[src/design/mlde_pkg.sv]
`timescale 1ns / 1ps

package mlde_pkg;

  typedef logic [3:0] digit_t;

  localparam digit_t BLANK_DIGIT = 4'd10;
  localparam int unsigned QUEUE_DEPTH = 2;
  localparam int unsigned WORD_COUNT = 11;
  localparam logic [3:0] LAST_WORD = 4'(WORD_COUNT - 1);
  localparam logic [3:0] LAST_RAM_INDEX = 4'd13;
  localparam logic [3:0] POINT_RAM_INDEX = 4'd2;
  localparam int unsigned POINT_BIT = 27;

  // one display update, digits already blanked
  typedef struct packed {
    logic   icons;
    logic   bar_max;
    logic   bar_mid;
    logic   bar_min;
    digit_t tt;
    digit_t th;
    digit_t hu;
    digit_t te;
    digit_t un;
    digit_t p1;
    digit_t p2;
    digit_t p3;
  } disp_entry_t;

  // three-segment half of a digit
  function automatic logic [3:0] seg_a(input digit_t d);
    logic [3:0] s;
    case (d)
      4'd0: s = 4'h7;
      4'd1: s = 4'h6;
      4'd2: s = 4'h3;
      4'd3: s = 4'h7;
      4'd4: s = 4'h6;
      4'd5: s = 4'h5;
      4'd6: s = 4'h5;
      4'd7: s = 4'h7;
      4'd8: s = 4'h7;
      4'd9: s = 4'h7;
      default: s = 4'h0;
    endcase
    return s;
  endfunction

  // four-segment half of a digit
  function automatic logic [3:0] seg_b(input digit_t d);
    logic [3:0] s;
    case (d)
      4'd0: s = 4'hD;
      4'd1: s = 4'h0;
      4'd2: s = 4'hE;
      4'd3: s = 4'hA;
      4'd4: s = 4'h3;
      4'd5: s = 4'hB;
      4'd6: s = 4'hF;
      4'd7: s = 4'h0;
      4'd8: s = 4'hF;
      4'd9: s = 4'hB;
      default: s = 4'h0;
    endcase
    return s;
  endfunction

  // display RAM index for each position of the write sequence
  function automatic logic [3:0] ram_index_of(input logic [3:0] k);
    logic [3:0] i;
    case (k)
      4'd0:  i = 4'd5;
      4'd1:  i = 4'd4;
      4'd2:  i = 4'd3;
      4'd3:  i = 4'd10;
      4'd4:  i = 4'd11;
      4'd5:  i = 4'd8;
      4'd6:  i = 4'd9;
      4'd7:  i = 4'd1;
      4'd8:  i = 4'd2;
      4'd9:  i = 4'd12;
      4'd10: i = 4'd13;
      default: i = 4'd0;
    endcase
    return i;
  endfunction

endpackage

[src/design/mlde_front.sv]
`timescale 1ns / 1ps

module mlde_front (
  input  logic                  clk,
  input  logic                  rst_n,
  input  logic                  in_valid,
  output logic                  in_ready,
  input  logic [16:0]           in_integer_value,
  input  logic [13:0]           in_fraction_value,
  input  logic [7:0]            in_point_mode,
  input  logic [7:0]            in_battery_level,
  output logic                  q_push,
  output mlde_pkg::disp_entry_t q_entry,
  input  logic                  q_full
);
  import mlde_pkg::*;

  typedef enum logic [2:0] {
    F_IDLE  = 3'b001,
    F_SPLIT = 3'b010,
    F_PUSH  = 3'b100
  } fstate_t;

  typedef struct packed {
    digit_t      dig;
    logic [16:0] rem;
  } split_t;

  localparam logic [2:0] STEP_LAST = 3'd4;
  localparam logic [2:0] FRAC_STEPS = 3'd4;

  // one decimal digit: x is known to be below ten times pw
  function automatic split_t split_digit(input logic [16:0] x, input logic [16:0] pw);
    split_t      r;
    logic [20:0] m;
    r.dig = '0;
    r.rem = x;
    for (int k = 1; k < 10; k++) begin
      m = 21'(pw) * 21'(k);
      if (21'(x) >= m) begin
        r.dig = 4'(k);
        r.rem = 17'(21'(x) - m);
      end
    end
    return r;
  endfunction

  fstate_t            st_r, st_nxt;
  logic [2:0]         step_r, step_nxt;
  logic [16:0]        iv_r, iv_nxt;
  logic [13:0]        fv_r, fv_nxt;
  logic               icons_r, icons_nxt;
  logic [2:0]         bars_r, bars_nxt;
  logic [4:0][3:0]    idig_r, idig_nxt;
  logic [3:0][3:0]    fdig_r, fdig_nxt;

  logic               accept;
  logic               in_icons;
  logic [16:0]        iv_sat;
  logic [13:0]        fv_sat;
  logic [13:0]        fv_norm;
  logic [16:0]        pw_int;
  logic [16:0]        pw_frac;
  split_t             sp_int;
  split_t             sp_frac;
  disp_entry_t        ent;

  assign in_ready = (st_r == F_IDLE) || ((st_r == F_PUSH) && !q_full);
  assign accept   = in_valid && in_ready;
  assign q_push   = (st_r == F_PUSH) && !q_full;
  assign q_entry  = ent;

  assign in_icons = (in_point_mode == 8'd0);
  assign iv_sat   = (in_integer_value > 17'd99999) ? 17'd99999 : in_integer_value;
  assign fv_sat   = (in_fraction_value > 14'd9999) ? 14'd9999 : in_fraction_value;

  // left-justify a short fraction when the point mode asks for it
  always_comb begin
    fv_norm = fv_sat;
    if (!in_icons && (fv_sat < 14'd1000)) begin
      if (fv_sat >= 14'd100) begin
        fv_norm = 14'(fv_sat * 14'd10);
      end else if (fv_sat >= 14'd10) begin
        fv_norm = 14'(fv_sat * 14'd100);
      end else begin
        fv_norm = 14'(fv_sat * 14'd1000);
      end
    end
  end

  always_comb begin
    case (step_r)
      3'd0: pw_int = 17'd10000;
      3'd1: pw_int = 17'd1000;
      3'd2: pw_int = 17'd100;
      3'd3: pw_int = 17'd10;
      default: pw_int = 17'd1;
    endcase
    case (step_r)
      3'd0: pw_frac = 17'd1000;
      3'd1: pw_frac = 17'd100;
      3'd2: pw_frac = 17'd10;
      default: pw_frac = 17'd1;
    endcase
  end

  assign sp_int  = split_digit(iv_r, pw_int);
  assign sp_frac = split_digit({3'b000, fv_r}, pw_frac);

  always_comb begin
    st_nxt    = st_r;
    step_nxt  = step_r;
    iv_nxt    = iv_r;
    fv_nxt    = fv_r;
    icons_nxt = icons_r;
    bars_nxt  = bars_r;
    idig_nxt  = idig_r;
    fdig_nxt  = fdig_r;
    case (st_r)
      F_SPLIT: begin
        idig_nxt = {idig_r[3:0], sp_int.dig};
        iv_nxt   = sp_int.rem;
        if (step_r < FRAC_STEPS) begin
          fdig_nxt = {fdig_r[2:0], sp_frac.dig};
          fv_nxt   = sp_frac.rem[13:0];
        end
        if (step_r == STEP_LAST) begin
          st_nxt = F_PUSH;
        end else begin
          step_nxt = step_r + 3'd1;
        end
      end
      F_PUSH: begin
        if (q_push) begin
          st_nxt = F_IDLE;
        end
      end
      F_IDLE: begin
        st_nxt = F_IDLE;
      end
      default: begin
        st_nxt = F_IDLE;
      end
    endcase
    if (accept) begin
      st_nxt    = F_SPLIT;
      step_nxt  = '0;
      iv_nxt    = iv_sat;
      fv_nxt    = fv_norm;
      icons_nxt = in_icons;
      bars_nxt  = '0;
      if (in_icons) begin
        case (in_battery_level)
          8'd3: bars_nxt = 3'b111;
          8'd2: bars_nxt = 3'b011;
          8'd1: bars_nxt = 3'b001;
          default: bars_nxt = 3'b000;
        endcase
      end
    end
  end

  // leading zero blanking on the integer, trailing on the fraction unless icons are shown
  always_comb begin
    ent.icons   = icons_r;
    ent.bar_max = bars_r[2];
    ent.bar_mid = bars_r[1];
    ent.bar_min = bars_r[0];
    ent.tt = idig_r[4];
    ent.th = idig_r[3];
    ent.hu = idig_r[2];
    ent.te = idig_r[1];
    ent.un = idig_r[0];
    ent.p1 = fdig_r[3];
    ent.p2 = fdig_r[2];
    ent.p3 = fdig_r[1];
    if (idig_r[4] == 4'd0) begin
      ent.tt = BLANK_DIGIT;
      if (idig_r[3] == 4'd0) begin
        ent.th = BLANK_DIGIT;
        if (idig_r[2] == 4'd0) begin
          ent.hu = BLANK_DIGIT;
          if (idig_r[1] == 4'd0) begin
            ent.te = BLANK_DIGIT;
          end
        end
      end
    end
    if (!icons_r && (fdig_r[0] == 4'd0) && (fdig_r[1] == 4'd0)) begin
      ent.p3 = BLANK_DIGIT;
      if (fdig_r[2] == 4'd0) begin
        ent.p2 = BLANK_DIGIT;
      end
    end
  end

  always_ff @(posedge clk) begin
    if (!rst_n) begin
      st_r   <= F_IDLE;
      step_r <= '0;
    end else begin
      st_r   <= st_nxt;
      step_r <= step_nxt;
    end
  end

  always_ff @(posedge clk) begin
    iv_r    <= iv_nxt;
    fv_r    <= fv_nxt;
    icons_r <= icons_nxt;
    bars_r  <= bars_nxt;
    idig_r  <= idig_nxt;
    fdig_r  <= fdig_nxt;
  end

endmodule

[src/design/mlde_queue.sv]
`timescale 1ns / 1ps

module mlde_queue (
  input  logic                  clk,
  input  logic                  rst_n,
  input  logic                  push,
  input  mlde_pkg::disp_entry_t push_entry,
  output logic                  full,
  input  logic                  pop,
  output logic                  head_valid,
  output mlde_pkg::disp_entry_t head_entry
);
  import mlde_pkg::*;

  localparam int unsigned PTR_W = (QUEUE_DEPTH > 1) ? $clog2(QUEUE_DEPTH) : 1;
  localparam int unsigned CNT_W = $clog2(QUEUE_DEPTH + 1);
  localparam logic [PTR_W-1:0] PTR_LAST = PTR_W'(QUEUE_DEPTH - 1);
  localparam logic [CNT_W-1:0] CNT_FULL = CNT_W'(QUEUE_DEPTH);

  disp_entry_t              slot_r [QUEUE_DEPTH];
  logic [PTR_W-1:0]         wr_ptr_r, wr_ptr_nxt;
  logic [PTR_W-1:0]         rd_ptr_r, rd_ptr_nxt;
  logic [CNT_W-1:0]         cnt_r, cnt_nxt;
  logic                     do_push;
  logic                     do_pop;

  assign full       = (cnt_r == CNT_FULL);
  assign head_valid = (cnt_r != '0);
  assign head_entry = slot_r[rd_ptr_r];
  assign do_push    = push && !full;
  assign do_pop     = pop && head_valid;

  always_comb begin
    wr_ptr_nxt = wr_ptr_r;
    rd_ptr_nxt = rd_ptr_r;
    cnt_nxt    = cnt_r;
    if (do_push) begin
      wr_ptr_nxt = (wr_ptr_r == PTR_LAST) ? '0 : wr_ptr_r + PTR_W'(1);
    end
    if (do_pop) begin
      rd_ptr_nxt = (rd_ptr_r == PTR_LAST) ? '0 : rd_ptr_r + PTR_W'(1);
    end
    if (do_push && !do_pop) begin
      cnt_nxt = cnt_r + CNT_W'(1);
    end else if (do_pop && !do_push) begin
      cnt_nxt = cnt_r - CNT_W'(1);
    end
  end

  always_ff @(posedge clk) begin
    if (!rst_n) begin
      wr_ptr_r <= '0;
      rd_ptr_r <= '0;
      cnt_r    <= '0;
    end else begin
      wr_ptr_r <= wr_ptr_nxt;
      rd_ptr_r <= rd_ptr_nxt;
      cnt_r    <= cnt_nxt;
    end
  end

  always_ff @(posedge clk) begin
    if (do_push) begin
      slot_r[wr_ptr_r] <= push_entry;
    end
  end

endmodule

[src/design/mlde_back.sv]
`timescale 1ns / 1ps

module mlde_back (
  input  logic                  clk,
  input  logic                  rst_n,
  input  logic                  q_valid,
  input  mlde_pkg::disp_entry_t q_entry,
  output logic                  q_pop,
  output logic                  out_valid,
  input  logic                  out_ready,
  output logic [3:0]            out_ram_index,
  output logic [31:0]           out_ram_word,
  output logic                  out_last
);
  import mlde_pkg::*;

  function automatic logic [31:0] pa(input digit_t d, input int unsigned sh);
    return 32'(seg_a(d)) << sh;
  endfunction

  function automatic logic [31:0] pb(input digit_t d, input int unsigned sh);
    return 32'(seg_b(d)) << sh;
  endfunction

  function automatic logic [31:0] build_word(input disp_entry_t e, input logic [3:0] k);
    logic [31:0] w;
    case (k)
      4'd0: w = pa(e.tt, 0) | (32'(e.icons) << 8) | (32'(e.icons) << 10)
              | (32'(e.icons) << 26) | (32'(e.bar_mid) << 3);
      4'd1: w = pb(e.th, 16) | pa(e.th, 8) | pb(e.tt, 24) | (32'(e.bar_min) << 11);
      4'd2: w = pb(e.un, 0) | pb(e.te, 16) | pa(e.te, 8) | pa(e.hu, 24)
              | (32'(e.bar_max) << 27);
      4'd3: w = pa(e.p1, 16);
      4'd4: w = pb(e.p1, 16);
      4'd5: w = pa(e.p2, 16);
      4'd6: w = pb(e.p2, 16);
      4'd7: w = pa(e.p3, 24) | pb(e.hu, 8);
      4'd8: w = pb(e.p3, 0) | pa(e.un, 24) | (32'd1 << POINT_BIT);
      default: w = '0;
    endcase
    return w;
  endfunction

  logic        act_r, act_nxt;
  logic [3:0]  cnt_r, cnt_nxt;
  disp_entry_t cur_r, cur_nxt;
  logic        out_valid_r, out_valid_nxt;
  logic [3:0]  out_index_r;
  logic [31:0] out_word_r;
  logic        out_last_r;

  logic        out_free;
  logic        emit;
  logic        finishing;

  assign out_free  = !out_valid_r || out_ready;
  assign emit      = act_r && out_free;
  assign finishing = emit && (cnt_r == LAST_WORD);
  // next update is picked up when idle, or in the cycle the last word is loaded into the output register
  assign q_pop     = q_valid && (!act_r || finishing);

  assign out_valid     = out_valid_r;
  assign out_ram_index = out_index_r;
  assign out_ram_word  = out_word_r;
  assign out_last      = out_last_r;

  always_comb begin
    act_nxt       = act_r;
    cnt_nxt       = cnt_r;
    cur_nxt       = cur_r;
    out_valid_nxt = out_valid_r;
    if (emit) begin
      cnt_nxt       = cnt_r + 4'd1;
      out_valid_nxt = 1'b1;
    end else if (out_ready) begin
      out_valid_nxt = 1'b0;
    end
    if (finishing) begin
      act_nxt = 1'b0;
    end
    if (q_pop) begin
      act_nxt = 1'b1;
      cnt_nxt = '0;
      cur_nxt = q_entry;
    end
  end

  always_ff @(posedge clk) begin
    if (!rst_n) begin
      act_r       <= 1'b0;
      cnt_r       <= '0;
      out_valid_r <= 1'b0;
    end else begin
      act_r       <= act_nxt;
      cnt_r       <= cnt_nxt;
      out_valid_r <= out_valid_nxt;
    end
  end

  always_ff @(posedge clk) begin
    cur_r <= cur_nxt;
    if (emit) begin
      out_index_r <= ram_index_of(cnt_r);
      out_word_r  <= build_word(cur_r, cnt_r);
      out_last_r  <= (cnt_r == LAST_WORD);
    end
  end

`ifndef SYNTHESIS
  a_last_index: assert property (@(posedge clk) disable iff (!rst_n)
    out_valid_r && out_last_r |-> out_index_r == LAST_RAM_INDEX)
    else $error("last word not at final ram index");

  a_last_only_final: assert property (@(posedge clk) disable iff (!rst_n)
    out_valid_r && !out_last_r |-> out_index_r != LAST_RAM_INDEX)
    else $error("final ram index without last flag");

  a_cnt_range: assert property (@(posedge clk) disable iff (!rst_n)
    act_r |-> cnt_r <= LAST_WORD)
    else $error("word counter past end of sequence");

  a_point_bit: assert property (@(posedge clk) disable iff (!rst_n)
    out_valid_r && out_index_r == POINT_RAM_INDEX |-> out_word_r[POINT_BIT])
    else $error("decimal point missing");
`endif

endmodule

[src/design/meter_lcd_digit_encoder.sv]
`timescale 1ns / 1ps

// LCD digit encoder for a meter display.
// in_ channel: one word per display update (integer part, fraction part,
//   point mode, battery level), valid/ready handshake.
// out_ channel: eleven display RAM writes per update, in index order
//   5,4,3,10,11,8,9,1,2,12,13, with out_last set on the eleventh.
// after an input is accepted the first write passes through 5 digit steps,
//   the queue hand-off, the back-end load and the output register.
// throughput: the output register offers one word per cycle while out_ready
//   is high; updates back up without gaps between runs.
// the front end splits digits one per cycle and takes a new word only when
//   idle or pushing the last; a two-entry queue lets it run ahead of the output side.
// reset (rst_n low, synchronous) empties the queue and drops any run in
//   progress; no words are offered until a new input arrives.
// when the receiver drops out_ready the current write holds on the port,
//   the queue fills and then in_ready falls until space frees up.

module meter_lcd_digit_encoder (
  input  logic        clk,
  input  logic        rst_n,
  input  logic        in_valid,
  output logic        in_ready,
  input  logic [16:0] in_integer_value,
  input  logic [13:0] in_fraction_value,
  input  logic [7:0]  in_point_mode,
  input  logic [7:0]  in_battery_level,
  output logic        out_valid,
  input  logic        out_ready,
  output logic [3:0]  out_ram_index,
  output logic [31:0] out_ram_word,
  output logic        out_last
);
  import mlde_pkg::*;

  logic        push;
  logic        full;
  logic        pop;
  logic        head_valid;
  disp_entry_t push_entry;
  disp_entry_t head_entry;

  mlde_front u_front (
    .clk               (clk),
    .rst_n             (rst_n),
    .in_valid          (in_valid),
    .in_ready          (in_ready),
    .in_integer_value  (in_integer_value),
    .in_fraction_value (in_fraction_value),
    .in_point_mode     (in_point_mode),
    .in_battery_level  (in_battery_level),
    .q_push            (push),
    .q_entry           (push_entry),
    .q_full            (full)
  );

  mlde_queue u_queue (
    .clk        (clk),
    .rst_n      (rst_n),
    .push       (push),
    .push_entry (push_entry),
    .full       (full),
    .pop        (pop),
    .head_valid (head_valid),
    .head_entry (head_entry)
  );

  mlde_back u_back (
    .clk           (clk),
    .rst_n         (rst_n),
    .q_valid       (head_valid),
    .q_entry       (head_entry),
    .q_pop         (pop),
    .out_valid     (out_valid),
    .out_ready     (out_ready),
    .out_ram_index (out_ram_index),
    .out_ram_word  (out_ram_word),
    .out_last      (out_last)
  );

endmodule
[config.mk]
export PLATFORM = sky130hd
export DESIGN_NAME = meter_lcd_digit_encoder
export DESIGN_NICKNAME = d
export VERILOG_FILES = /design/src/design/mlde_pkg.sv /design/src/design/mlde_front.sv /design/src/design/mlde_queue.sv /design/src/design/mlde_back.sv /design/src/design/meter_lcd_digit_encoder.sv
export SDC_FILE = /design/constraint.sdc
export NUM_CORES = 1
export LEC_CHECK = 0
export CAP_MARGIN = 20
export CORE_MARGIN = 2
export CORE_UTILIZATION = 35
export DETAILED_ROUTE_END_ITERATION = 7
export DONT_BUFFER_PORTS = 1
export GPL_ROUTABILITY_DRIVEN = 0
export PLACE_DENSITY = 0.56
export REMOVE_ABC_BUFFERS = 1
export SYNTH_ARGS = -nofsm -noshare
export SYNTH_HDL_FRONTEND = slang
export SYNTH_SLANG_ARGS = --single-unit
[constraint.sdc]
create_clock -name clk -period 8.95 [get_ports clk]
set_clock_uncertainty 0.2 [all_clocks]
set_input_delay 1.79 -clock clk [delete_from_list [all_inputs] [get_ports clk]]
set_output_delay 1.79 -clock clk [all_outputs]
set_load 0.01 [all_outputs]
### Word level (Yosys, flattened, before mapping)

Memory sizes are Yosys's and may differ from the RTL's. A register that Yosys moved wholly into a read port is not among the register bits.
Index checks and enable logic that the tools add are counted.

* input bits: 51
* memories kept: 18
* word-level logic and storage cells: 270
* output and inout bits: 39
* ROM bits: 960
* RAM bits: 72
* register bits: 120
* latch bits: 0

* eq/ne operators: 24
* bitwise logic cells: 15
* divide/modulo/power cells: 0
* reductions and logical operators: 50
* multiply operators: 13
* multiplexer cells: 76
* $lt $le $gt $ge: 24
* $add $sub $neg: 24
* shifts and indexed selects: 0

Memory list
* u_queue.slot_r: depth 2, width 36, rd ports 1, clocked after memory_dff 1, wr ports 1, line mlde_queue.sv:20 `disp_entry_t slot_r [QUEUE_DEPTH];`
* (name not given): depth 16, width 4, rd ports 1, clocked after memory_dff 1, wr ports 0, line mlde_pkg.sv:72 `case (k)`
* (name not given): depth 16, width 4, rd ports 1, clocked after memory_dff 0, wr ports 0, line mlde_pkg.sv:53 `case (d)`
* (name not given): depth 16, width 4, rd ports 1, clocked after memory_dff 0, wr ports 0, line mlde_pkg.sv:53
* (name not given): depth 16, width 4, rd ports 1, clocked after memory_dff 0, wr ports 0, line mlde_pkg.sv:53
* (name not given): depth 16, width 4, rd ports 1, clocked after memory_dff 0, wr ports 0, line mlde_pkg.sv:53
* +12 memories

Operators with widths (count)
* one-hot mux 32 bit (9 select lines): 1
* 2-to-1 mux 20 bit: 8
* 2-to-1 mux 14 bit: 8
* subtractor 17 bit: 6
* 2-to-1 mux 4 bit: 24
* OR 32 x 28 -> 32 bit: 3
* 2-to-1 mux 19 bit: 4
* 2-to-1 mux 18 bit: 4
* 2-to-1 mux 17 bit: 4
* subtractor 14 x 17 -> 17 bit: 4
* OR 32 x 12 -> 32 bit: 2
* >= comparator 14 x 20 -> 1 bit: 3
* >= comparator 17 x 20 -> 1 bit: 3
* one-hot mux 14 bit (4 select lines): 1
* multiplier 14 x 3 -> 17 bit, second input constant: 2
* logical NOT 4 bit: 8
* multiplier 14 x 2 -> 16 bit, second input constant: 2
* OR 32 x 11 -> 32 bit: 1
* OR 32 x 27 -> 32 bit: 1
* OR 32 x 4 -> 32 bit: 1
* one-hot mux 10 bit (3 select lines): 1
* OR 28 x 12 -> 28 bit: 1
* OR 4 x 27 -> 27 bit: 1
* multiplier 10 x 3 -> 13 bit, second input constant: 2
* other kinds (71): 131

### Logic depth before layout (Yosys ltp)

Gate-level depths: netlist (run 1).

* depth in word-level cells: 15
* depth in mapped cells: 30
* mapped depth without buffers: 29

### Cells and area by module

From an unflattened synthesis (run 1), not the netlist that was laid out.

* cells, all modules: 3243
* area total of the unflattened synthesis: 28297.1 µm²

By module, submodules not included
* mlde_front: sequential area each 2252.2 µm², cells each 2521, area an instance 19188.4 µm², instances 1
* mlde_back: sequential area each 2952.8 µm², cells each 585, area an instance 6277.3 µm², instances 1
* mlde_queue: sequential area each 2262.2 µm², cells each 137, area an instance 2831.5 µm², instances 1

### Worst setup path before layout (run 1)

Ideal clock, no wire load.

* kind: input-to-reg
* from: input in_fraction_value[6]
* to: register u_front.fv_r[13] (data pin)
* required time: 8.488 ns
* data arrival time: 6.442 ns
* path slack: 2.046 ns
* stages: 22
* path buffers: 0
* library setup time: 0.262 ns
* cell sequence: nor4_1 -> nor2_1 -> o21a_1 -> nor2_1 -> inv_1 -> fa_1 -> inv_1 -> fa_1 -> inv_1 -> fa_1 -> inv_1 -> fa_1 -> inv_1 -> ha_1 -> inv_1 -> o21bai_1 -> a2111oi_0 -> nor3_1 -> xnor2_1 -> mux2i_1 -> o21ai_0 -> nand3_1

* cells in the longest elaborated chain, start to end: 7
* elaborated cells between the ends (all ways): 13
* classes of those cells: mul: 3; order compare: 4; mux: 5; reduce/logical: 1

RTL lines
* from (decl): line meter_lcd_digit_encoder.sv:25 `input logic [13:0] in_fraction_value,`
* > comparator 14 bit: line mlde_front.sv:75 `assign fv_sat = (in_fraction_value > 14'd9999) ? 14'd9999 : in_fraction_value;`
* 2-to-1 mux 14 bit *: line mlde_front.sv:75
* multiplier 14 x 7 -> 11 bit, or another cell as far along: line mlde_front.sv:86 `fv_norm = 14'(fv_sat * 14'd1000);`
* 2-to-1 mux 14 bit: line mlde_front.sv:83 `end else if (fv_sat >= 14'd10) begin`
* 2-to-1 mux 14 bit: line mlde_front.sv:81 `if (fv_sat >= 14'd100) begin`
* 2-to-1 mux 14 bit *: line mlde_front.sv:80 `if (!in_icons && (fv_sat < 14'd1000)) begin`
* 2-to-1 mux 14 bit *: line mlde_front.sv:145 `if (accept) begin`
* named net u_front.fv_nxt[13]: line mlde_front.sv:51 `logic [13:0] fv_r, fv_nxt;`
* to (signal assigned): line mlde_front.sv:209 `fv_r <= fv_nxt;`
* to (decl): line mlde_front.sv:51

Mark *: on every way through the listed nets, which the timed path passes. The rest lies on a longest branch.
A chain may end at the register's enable or synchronous reset.

### Worst setup path after layout (run 1)

* from: register u_front.step_r[1]
* to: register u_front.iv_r[3] (data pin)

* cells in the longest elaborated chain, start to end: 14
* elaborated cells between the ends (all ways): 38
* classes of those cells: add/sub: 9; mul: 5; order compare: 8; eq/ne: 3; mux: 12; reduce/logical: 1

RTL lines
* from (decl): line mlde_front.sv:49 `logic [2:0] step_r, step_nxt;`
* from (signal assigned): line mlde_front.sv:203 `step_r <= step_nxt;`
* == test 3 x 2 -> 1 bit, or another cell as far along: line mlde_front.sv:92 `case (step_r)`
* one-hot mux 14 bit (4 select lines) *: line mlde_front.sv:92
* branches (longest 9 deep; another with subtractor 17 bit)
* 2-to-1 mux 17 bit *: line mlde_front.sv:40 `if (21'(x) >= m) begin`
* 2-to-1 mux 17 bit *: line mlde_front.sv:119 `case (st_r)`
* 2-to-1 mux 17 bit *: line mlde_front.sv:145
* named net u_front.iv_nxt[3]: line mlde_front.sv:50 `logic [16:0] iv_r, iv_nxt;`
* to (signal assigned): line mlde_front.sv:208 `iv_r <= iv_nxt;`
* to (decl): line mlde_front.sv:50

Mark *: on every way through the listed nets, which the timed path passes. The select of a mux whose other input is x is not followed.

==> metrics.md, run 1 <==
| Metric | Value |
|---|---|
| Final TNS setup | 0 ns |
| Placed insts | 4,120 |
| Top cell type by total area after synthesis | edfxtp_1 |
| Combinational power share | 65.1% |
| Commonest non-fill, non-tap cell in the layout | ha_1 |
| Fin nets | 3,564 |
| Prevailing post-synth register cell | edfxtp_1 |
| CP Data Required Time | 9.02 ns |
| Syn Std Cell Area | 0.0270 mm^2 |
| Row count | 101 |
| Die Wd | 282 um |
| IO Port Bufs | 0 |
| Final wirelength | roughly 95,000 um |
| DP HPWL | roughly 74,000 um |
| Clock root cell | clkbuf_16 |
| Clock network latency to the later pin of the worst-skew pair | 0.55 ns |
| Cells along the critical path | inv_1 -> ha_1 -> nand2_1 -> clkinv_1 -> a21oi_1 -> buf_4 -> inv_1 -> fa_1 -> ha_1 -> a21oi_1 -> nor2b_1 -> o21ai_0 -> o21ai_0 -> xnor2_1 -> ha_1 -> a21o_1 -> a21oi_1 -> o21ai_0 -> a21oi_1 -> a41o_1 -> a211oi_1 -> a2111oi_1 -> o311a_1 -> a211oi_1 |
| Syn Area/Cell | 8.47 um^2 |
| Synthesis Warnings | 0 |
| DRT Pass-1 Iters | 6 |
| Total CTS buffers | 26 |
| Status | finished, final reports clean |
| Die area | 0.0794 mm^2 |
| CP Data Arrival Time | roughly 7.4 ns |
| Reg power frac | a little over a fifth |
| CTS Hold Bufs | 0 |
| Clock power share | a little over an eighth |
| Slew @ Worst Pin | 1.04 ns |
| Gr ovfl total | 0 |
| Max incr delay on CP | ~0.65 ns |
| Mapped Cells | 3,187 |
| Setup CP Type | register to register |
| Post-Layout Cell Count | 4,172 |
| CP delay by family, top | compound AO/OA/AOI/OAI gates |
| Max-slew headroom | between 20% and 30% |
| Post-synthesis async set-or-reset flop share | 0% |
| Pin count of the biggest net entering global routing | 40 |
| Slowest stage cell on the critical path | a41o_1 |
| Core footprint | 0.0762 mm^2 |
| Final worst-path cycle share | 81.7% |
| CTS Sinks | 216 |
| Worst Setup Start Kind | register |
| RSZ-0062 raised after global routing | false |
| Most common cell type on the critical path | a21oi_1 |
| DRC | 0 |
| Tmin final | 7.31 ns |
| Area delta synth->final | 6.65% |
| Via density per instance | roughly 6 |
| WP buf/inv | 4 |
| IO Pins | 90 |
| Drt wl/cell | 22.7 um |
| Number of flops mapped to enable cells by yosys | 200 |
| Max Buffers Root-to-Sink | 3 |
| Worst hold path type | register to register |
| Resized Gates After CTS | 0 |
| Pwr/cell area | 266 mW/mm^2 |
| Top cell type's share of synthesized area | about 22% |
| Share of cells above drive strength 1 | 5.45% |
| Critical Path Sink Type | register |
| Post-route cell area | between 0.02 and 0.03 mm^2 |
| R2r setup slk | roughly 1.6 ns |
| Chip height | 282 um |
| Synth Register Bits | 216 |
| Final hold vios | 0 |
| Final setup viols | 0 |
| Max H-tree Level | 1 |
| Antenna violations before repair | 3 |
| Vias in the first global route | 23.4k |
| Placed cell area | 0.0279 mm^2 |
| Part of the Yosys area used for sequential elements | 23.4% |
| Commonest cells after routing, fill and taps aside | ha_1 (341), a21oi_1 (269), nor2_1 (244) |
| Critical path peak fanout | 17 |
| Synth unique cells | 99 |
| Worst VDD drop | 0.000159 V |
| Number of DRC markers in iteration 0 | 2,713 |
| Switching share of power | 50.7% |
| First-pass GRT wire length | 142,000 um |
| DR vias | 25.0k |
| Fmax | 137 MHz |
| Final Max Tran Viols | 0 |
| CTS clk-pin slew, worst paths | ~0.060 ns |
| CTS tree | built |
| Initial Util | 35.4% |
| Remaining antenna violation count after routing | 0 |
| GRT Util Overall | ~23% |
| Max Cap Violations | 0 |
| Leakage | 11.4 nW |
| Top cells by area, synth | edfxtp_1 (22%), ha_1 (16%), xnor2_1 (5.2%) |
| Power Internal | 3.77 mW |
| Switch Pwr | 3.88 mW |
| Setup bufs post-CTS | 0 |
==> power groups by stage <==
stage	Sequential, mW	Clock [mW]	Combinational, mW
CTS	1.62	1.06	4.83
detailed placement	1.63	0	4.80
global route	1.64	1.10	5.37
floorplan	1.52	0	3.44
global placement	1.64	0	4.84
finish	1.63	1.04	4.98
==> synthesized netlist by cell type (53+ instances only) <==
cell type / number
o21ai_0: 182
nor3_1: 81
fa_1: 53
a21o_1: 71
nand2_1: 218
nor2b_1: 53
xor2_1: 70
inv_1: 199
nand3_1: 71
ha_1: 341
nor2_1: 245
xnor2_1: 161
a21oi_1: 269
clkbuf_1: 90
edfxtp_1: 200
nand2b_1: 54
==> per-stage QoR <==
step	util, %	hold WS [ns]	setup WS [ns]	power (mW)
4_1_cts	37.8	0.243	1.76	7.52
5_1_grt	37.8	0.249	1.12	8.11
6_report	37.8	0.241	1.64	7.65
2_1_floorplan	-	0.221	1.80	4.97
3_3_place_gp	36.7	0.224	1.59	6.48
3_5_place_dp	36.7	0.229	1.55	6.44
==> worst paths after layout <==
path / from / depth (start not counted) / end
setup / recovery: u_front.step_r[1]$_SDFFE_PP0P_ / 24 / u_front.iv_r[3]$_DFFE_PP_
hold / removal: u_front.bars_r[0]$_SDFFCE_PN0P_ / 0 / u_queue.slot_r[1][32]$_DFFE_PP_
setup reg to reg: u_front.step_r[1]$_SDFFE_PP0P_ / 24 / u_front.iv_r[3]$_DFFE_PP_
hold reg to reg: u_front.bars_r[0]$_SDFFCE_PN0P_ / 0 / u_queue.slot_r[1][32]$_DFFE_PP_
==> routing by layer <==
| layer | GRT usage [%] | part of all wire (%) | routed length (um) | vias to the layer above |
|---|---|---|---|---|
| met2 | 35.6 | 43 | 40500 | 1259 |
| li1 | - | - | - | 11700 |
| met1 | 32.6 | 44 | 41500 | 11900 |
| met3 | 3.55 | 9.0 | 8490 | 241 |
| met5 | 0 | 0 | 0 | - |
| met4 | 8.93 | 4.3 | 4030 | 0 |
==> area by class of cell <==
| class | count | area [um^2] |
|---|---|---|
| multi-input combinational | 2638 | 19300 |
| clock buffer | 35 | 694 |
| tap | 1030 | 1290 |
| timing repair buffer | 34 | 262 |
| sequential | 216 | 6330 |
| inverter | 203 | 762 |
| fill | 7839 | 47400 |
| clock inverter | 13 | 140 |
| antenna | 3 | 7.51 |
==> state kept, by name, summed over array words and instances, names as in the netlist <==
register / cells
u_back.act_r: 1
u_front.idig_r: 16
u_back.cur_r: 36
u_back.cnt_r: 4
u_queue.slot_r: 72
u_front.icons_r: 1
u_front.fdig_r: 12
u_back.out_ram_word: 16
u_front.fv_r: 14
u_queue.cnt_r: 2
u_front.q_entry: 8
u_back.out_valid: 1
u_queue.rd_ptr_r: 1
u_front.bars_r: 3
u_back.out_last: 1
u_queue.wr_ptr_r: 1
u_front.iv_r: 17
u_front.st_r: 3
u_back.out_ram_index: 4
u_front.step_r: 3
==> cells by family (layout without fill, tap and decap cells) <==
group | Yosys count | in the layout | synth area share, %
other | 2 | 26 | 0.0278
flip-flops | 216 | 216 | 23.4
AND/OR/NAND/NOR | 936 | 936 | 17.2
XOR/XNOR | 231 | 231 | 7.50
AO/OA/AOI/OAI | 995 | 995 | 24.4
buffers and inverters | 354 | 285 | 5.38
multiplexers | 59 | 59 | 2.36
adder cells (fa/ha/maj) | 394 | 394 | 19.7
Power figures use the tool's default switching activity.
==> run 2, diff against run 1 <==
--- a/config.mk
+++ b/config.mk
@@ -11,7 +11,7 @@
 export DETAILED_ROUTE_END_ITERATION = 7
 export DONT_BUFFER_PORTS = 1
 export GPL_ROUTABILITY_DRIVEN = 0
-export PLACE_DENSITY = 0.56
+export PLACE_DENSITY = 0.58
 export REMOVE_ABC_BUFFERS = 1
 export SYNTH_ARGS = -nofsm -noshare
 export SYNTH_HDL_FRONTEND = slang
==> constraint.sdc (replaced) <==
create_clock -name clk -period 6.7 [get_ports clk]
set_clock_uncertainty 0.2 [all_clocks]
set_input_delay 1.34 -clock clk [delete_from_list [all_inputs] [get_ports clk]]
set_output_delay 1.34 -clock clk [all_outputs]
set_load 0.01 [all_outputs]
==> metrics.md, run 2 (synthesis gave the netlist of run 1 again) <==
| Metric | Value |
|---|---|
| Max-slew headroom | 27.9% (was 30.0%) |
| Setup CP Type | register to register (unchanged) |
| IO Pins | 90 (unchanged) |
| Die area | 0.0794 mm^2 (unchanged) |
| Antenna violations before repair | 6 (was 3) |
| Final wirelength | 94,200 um (was 94,600 um) |
| Share of cells above drive strength 1 | 7.25% (was 5.45%) |
| CTS tree | built (unchanged) |
| Total CTS buffers | 25 (was 26) |
| Status | finished, final reports clean (unchanged) |
| Worst hold path type | register to register (unchanged) |
| Leakage | 11.7 nW (was 11.4 nW) |
| Via density per instance | 5.97 (was 6.00) |
| DR vias | 25.2k (was 25.0k) |
| DRC | 0 (unchanged) |
| Fin nets | 3,614 (was 3,564) |
| DP HPWL | 74,100 um (was 74,300 um) |
| Post-route cell area | 0.0292 mm^2 (was 0.0288 mm^2) |
| Max H-tree Level | 1 (unchanged) |
| WP buf/inv | 4 (unchanged) |
| Max incr delay on CP | 0.50 ns (was 0.65 ns) |
| Final hold vios | 0 (unchanged) |
| CTS Hold Bufs | 0 (unchanged) |
| Final Max Tran Viols | 0 (unchanged) |
| Clock network latency to the later pin of the worst-skew pair | 0.55 ns (about the same) |
| Sequential cell area | 0.00633 mm^2 (unchanged) |
| Final setup viols | 0 (unchanged) |
| Largest register by flop count | u_queue.slot_r (unchanged) |
| Initial Util | 35.4% (unchanged) |
| Critical Path Sink Type | register (unchanged) |
| CTS clk-pin slew, worst paths | 0.06 ns (about the same) |
| Worst Setup Start Kind | register (unchanged) |
| Tmin final | 6.32 ns (was 7.31 ns) |
| Commonest cells after routing, fill and taps aside | ha_1 (341), a21oi_1 (265), nor2_1 (244) (was ha_1 (341), a21oi_1 (269), nor2_1 (244)) |
| Fmax | 158 MHz (was 137 MHz) |
| Slowest stage cell on the critical path | or2_2 (was a41o_1) |
| Remaining antenna violation count after routing | 0 (unchanged) |
| CP Data Required Time | 6.75 ns (was 9.02 ns) |
| Area of the multi-input gates | 0.0193 mm^2 (about the same) |
| Commonest non-fill, non-tap cell in the layout | ha_1 (unchanged) |
| Max Buffers Root-to-Sink | 3 (unchanged) |
| RSZ-0062 raised after global routing | false (unchanged) |
| WHS | 0.238 ns (was 0.241 ns) |
| Post-Layout Cell Count | 4,221 (was 4,172) |
| Largest register FFs | 72 (unchanged) |
| IO Port Bufs | 0 (unchanged) |
| Die Wd | 282 um (unchanged) |
| Pre-CTS WS | 0.234 ns (was 1.55 ns) |
| Critical path peak fanout | 14 (was 17) |
| CTS Sinks | 216 (unchanged) |
| Top Registers | u_queue.slot_r (72), u_back.cur_r (36), u_front.iv_r (17) (unchanged) |
| Worst VDD drop | 0.000196 V (was 0.000159 V) |
| Pin count of the biggest net entering global routing | 38 (was 40) |
| Slew @ Worst Pin | 1.07 ns (was 1.04 ns) |
| Row count | 101 (unchanged) |
| CP Data Arrival Time | 6.36 ns (was 7.37 ns) |
| Gr ovfl total | 0 (unchanged) |
| Number of DRC markers in iteration 0 | 2,671 (was 2,713) |
| Most common cell type on the critical path | ha_1 (was a21oi_1) |
| Placed insts | 4,170 (was 4,120) |
| CP delay by family, top | simple AND/OR/NAND/NOR gates (was compound AO/OA/AOI/OAI gates) |
| Clock root cell | clkbuf_16 (unchanged) |
| Pwr/cell area | 352 mW/mm^2 (was 266 mW/mm^2) |
| Final TNS setup | 0 ns (unchanged) |
| First-pass GRT wire length | 143,000 um (was 142,000 um) |
| Core footprint | 0.0762 mm^2 (unchanged) |
| Drt wl/cell | 22.3 um (was 22.7 um) |
| DRT Pass-1 Iters | 6 (unchanged) |
| Area delta synth->final | 8.13% (was 6.65%) |
| GRT Util Overall | 23.1% (was 23.2%) |
| Final worst slack | 0.383 ns (was 1.64 ns) |
| Placed cell area | 0.0283 mm^2 (was 0.0279 mm^2) |
| Fill count | 7,787 (was 7,839) |
| Vias in the first global route | 23.5k (was 23.4k) |
| Final worst-path cycle share | 94.3% (was 81.7%) |
| Max Cap Violations | 0 (unchanged) |
| Chip height | 282 um (unchanged) |
[run 2: cell count changes in the layout (fill, tap and decap cells not counted), sizes merged]
| cell | before | now |
|---|---|---|
| buf | 33 | 85 |
| inv | 201 | 202 |
| clkbuf | 36 | 34 |
| bufinv | 2 | 0 |
| clkinv | 12 | 11 |
| clkinvlp | 1 | 2 |
[run 2: worst paths after layout]
kind                              startpoint                               to  slack [ns]  depth (start not counted)
max reg2reg   u_front.step_r[0]$_SDFFE_PP0P_        u_front.iv_r[8]$_DFFE_PP_        0.38                         25
min          u_front.bars_r[1]$_SDFFCE_PN0P_  u_queue.slot_r[0][33]$_DFFE_PP_        0.24                          0
min reg2reg  u_front.bars_r[1]$_SDFFCE_PN0P_  u_queue.slot_r[0][33]$_DFFE_PP_        0.24                          0
max           u_front.step_r[0]$_SDFFE_PP0P_        u_front.iv_r[8]$_DFFE_PP_        0.38                         25
[run 2: power by group]
group	internal [mW]	switching (mW)	leakage (nW)
Clock	0.750	0.576	0.382
Sequential	1.75	0.470	1.97
Combinational	2.57	4.17	9.30
Total	5.07	5.21	11.7
[run 2: through the flow]
step	util (%)	total power [mW]
after floorplan	-	6.63
final	38.3	10.3
after global placement	37.2	8.74
after global routing	38.3	10.9
after detailed placement	37.2	8.69
after CTS	38.2	10.1
[run 2: cell type report]
class                   instances  area share [%]
diodes                          3          0.0257
clock buffers                  34            2.44
clock inverters                12           0.266
inverters                     203            2.61
multi-input cells            2638            66.3
flip-flops and latches        216            21.7
well taps                    1030            4.42
repair buffers                 85            2.27
[run 2: per-layer routing]
| layer | routed length [um] | vias up | part of all wire (%) | GRT usage [%] |
|---|---|---|---|---|
| met2 | 40400 | 1284 | 43 | 35.4 |
| met5 | 42 | - | 0.045 | 0 |
| met1 | 41300 | 11900 | 44 | 32.2 |
| met4 | 4400 | 6 | 4.7 | 9.87 |
| met3 | 8070 | 264 | 8.6 | 3.38 |
| li1 | - | 11700 | - | - |
[run 2: timing repair]
action	CTS	global route
buffers inserted	0	2
setup endpoints to repair	0	33
hold endpoints to repair	0	0
gates resized for setup	0	11
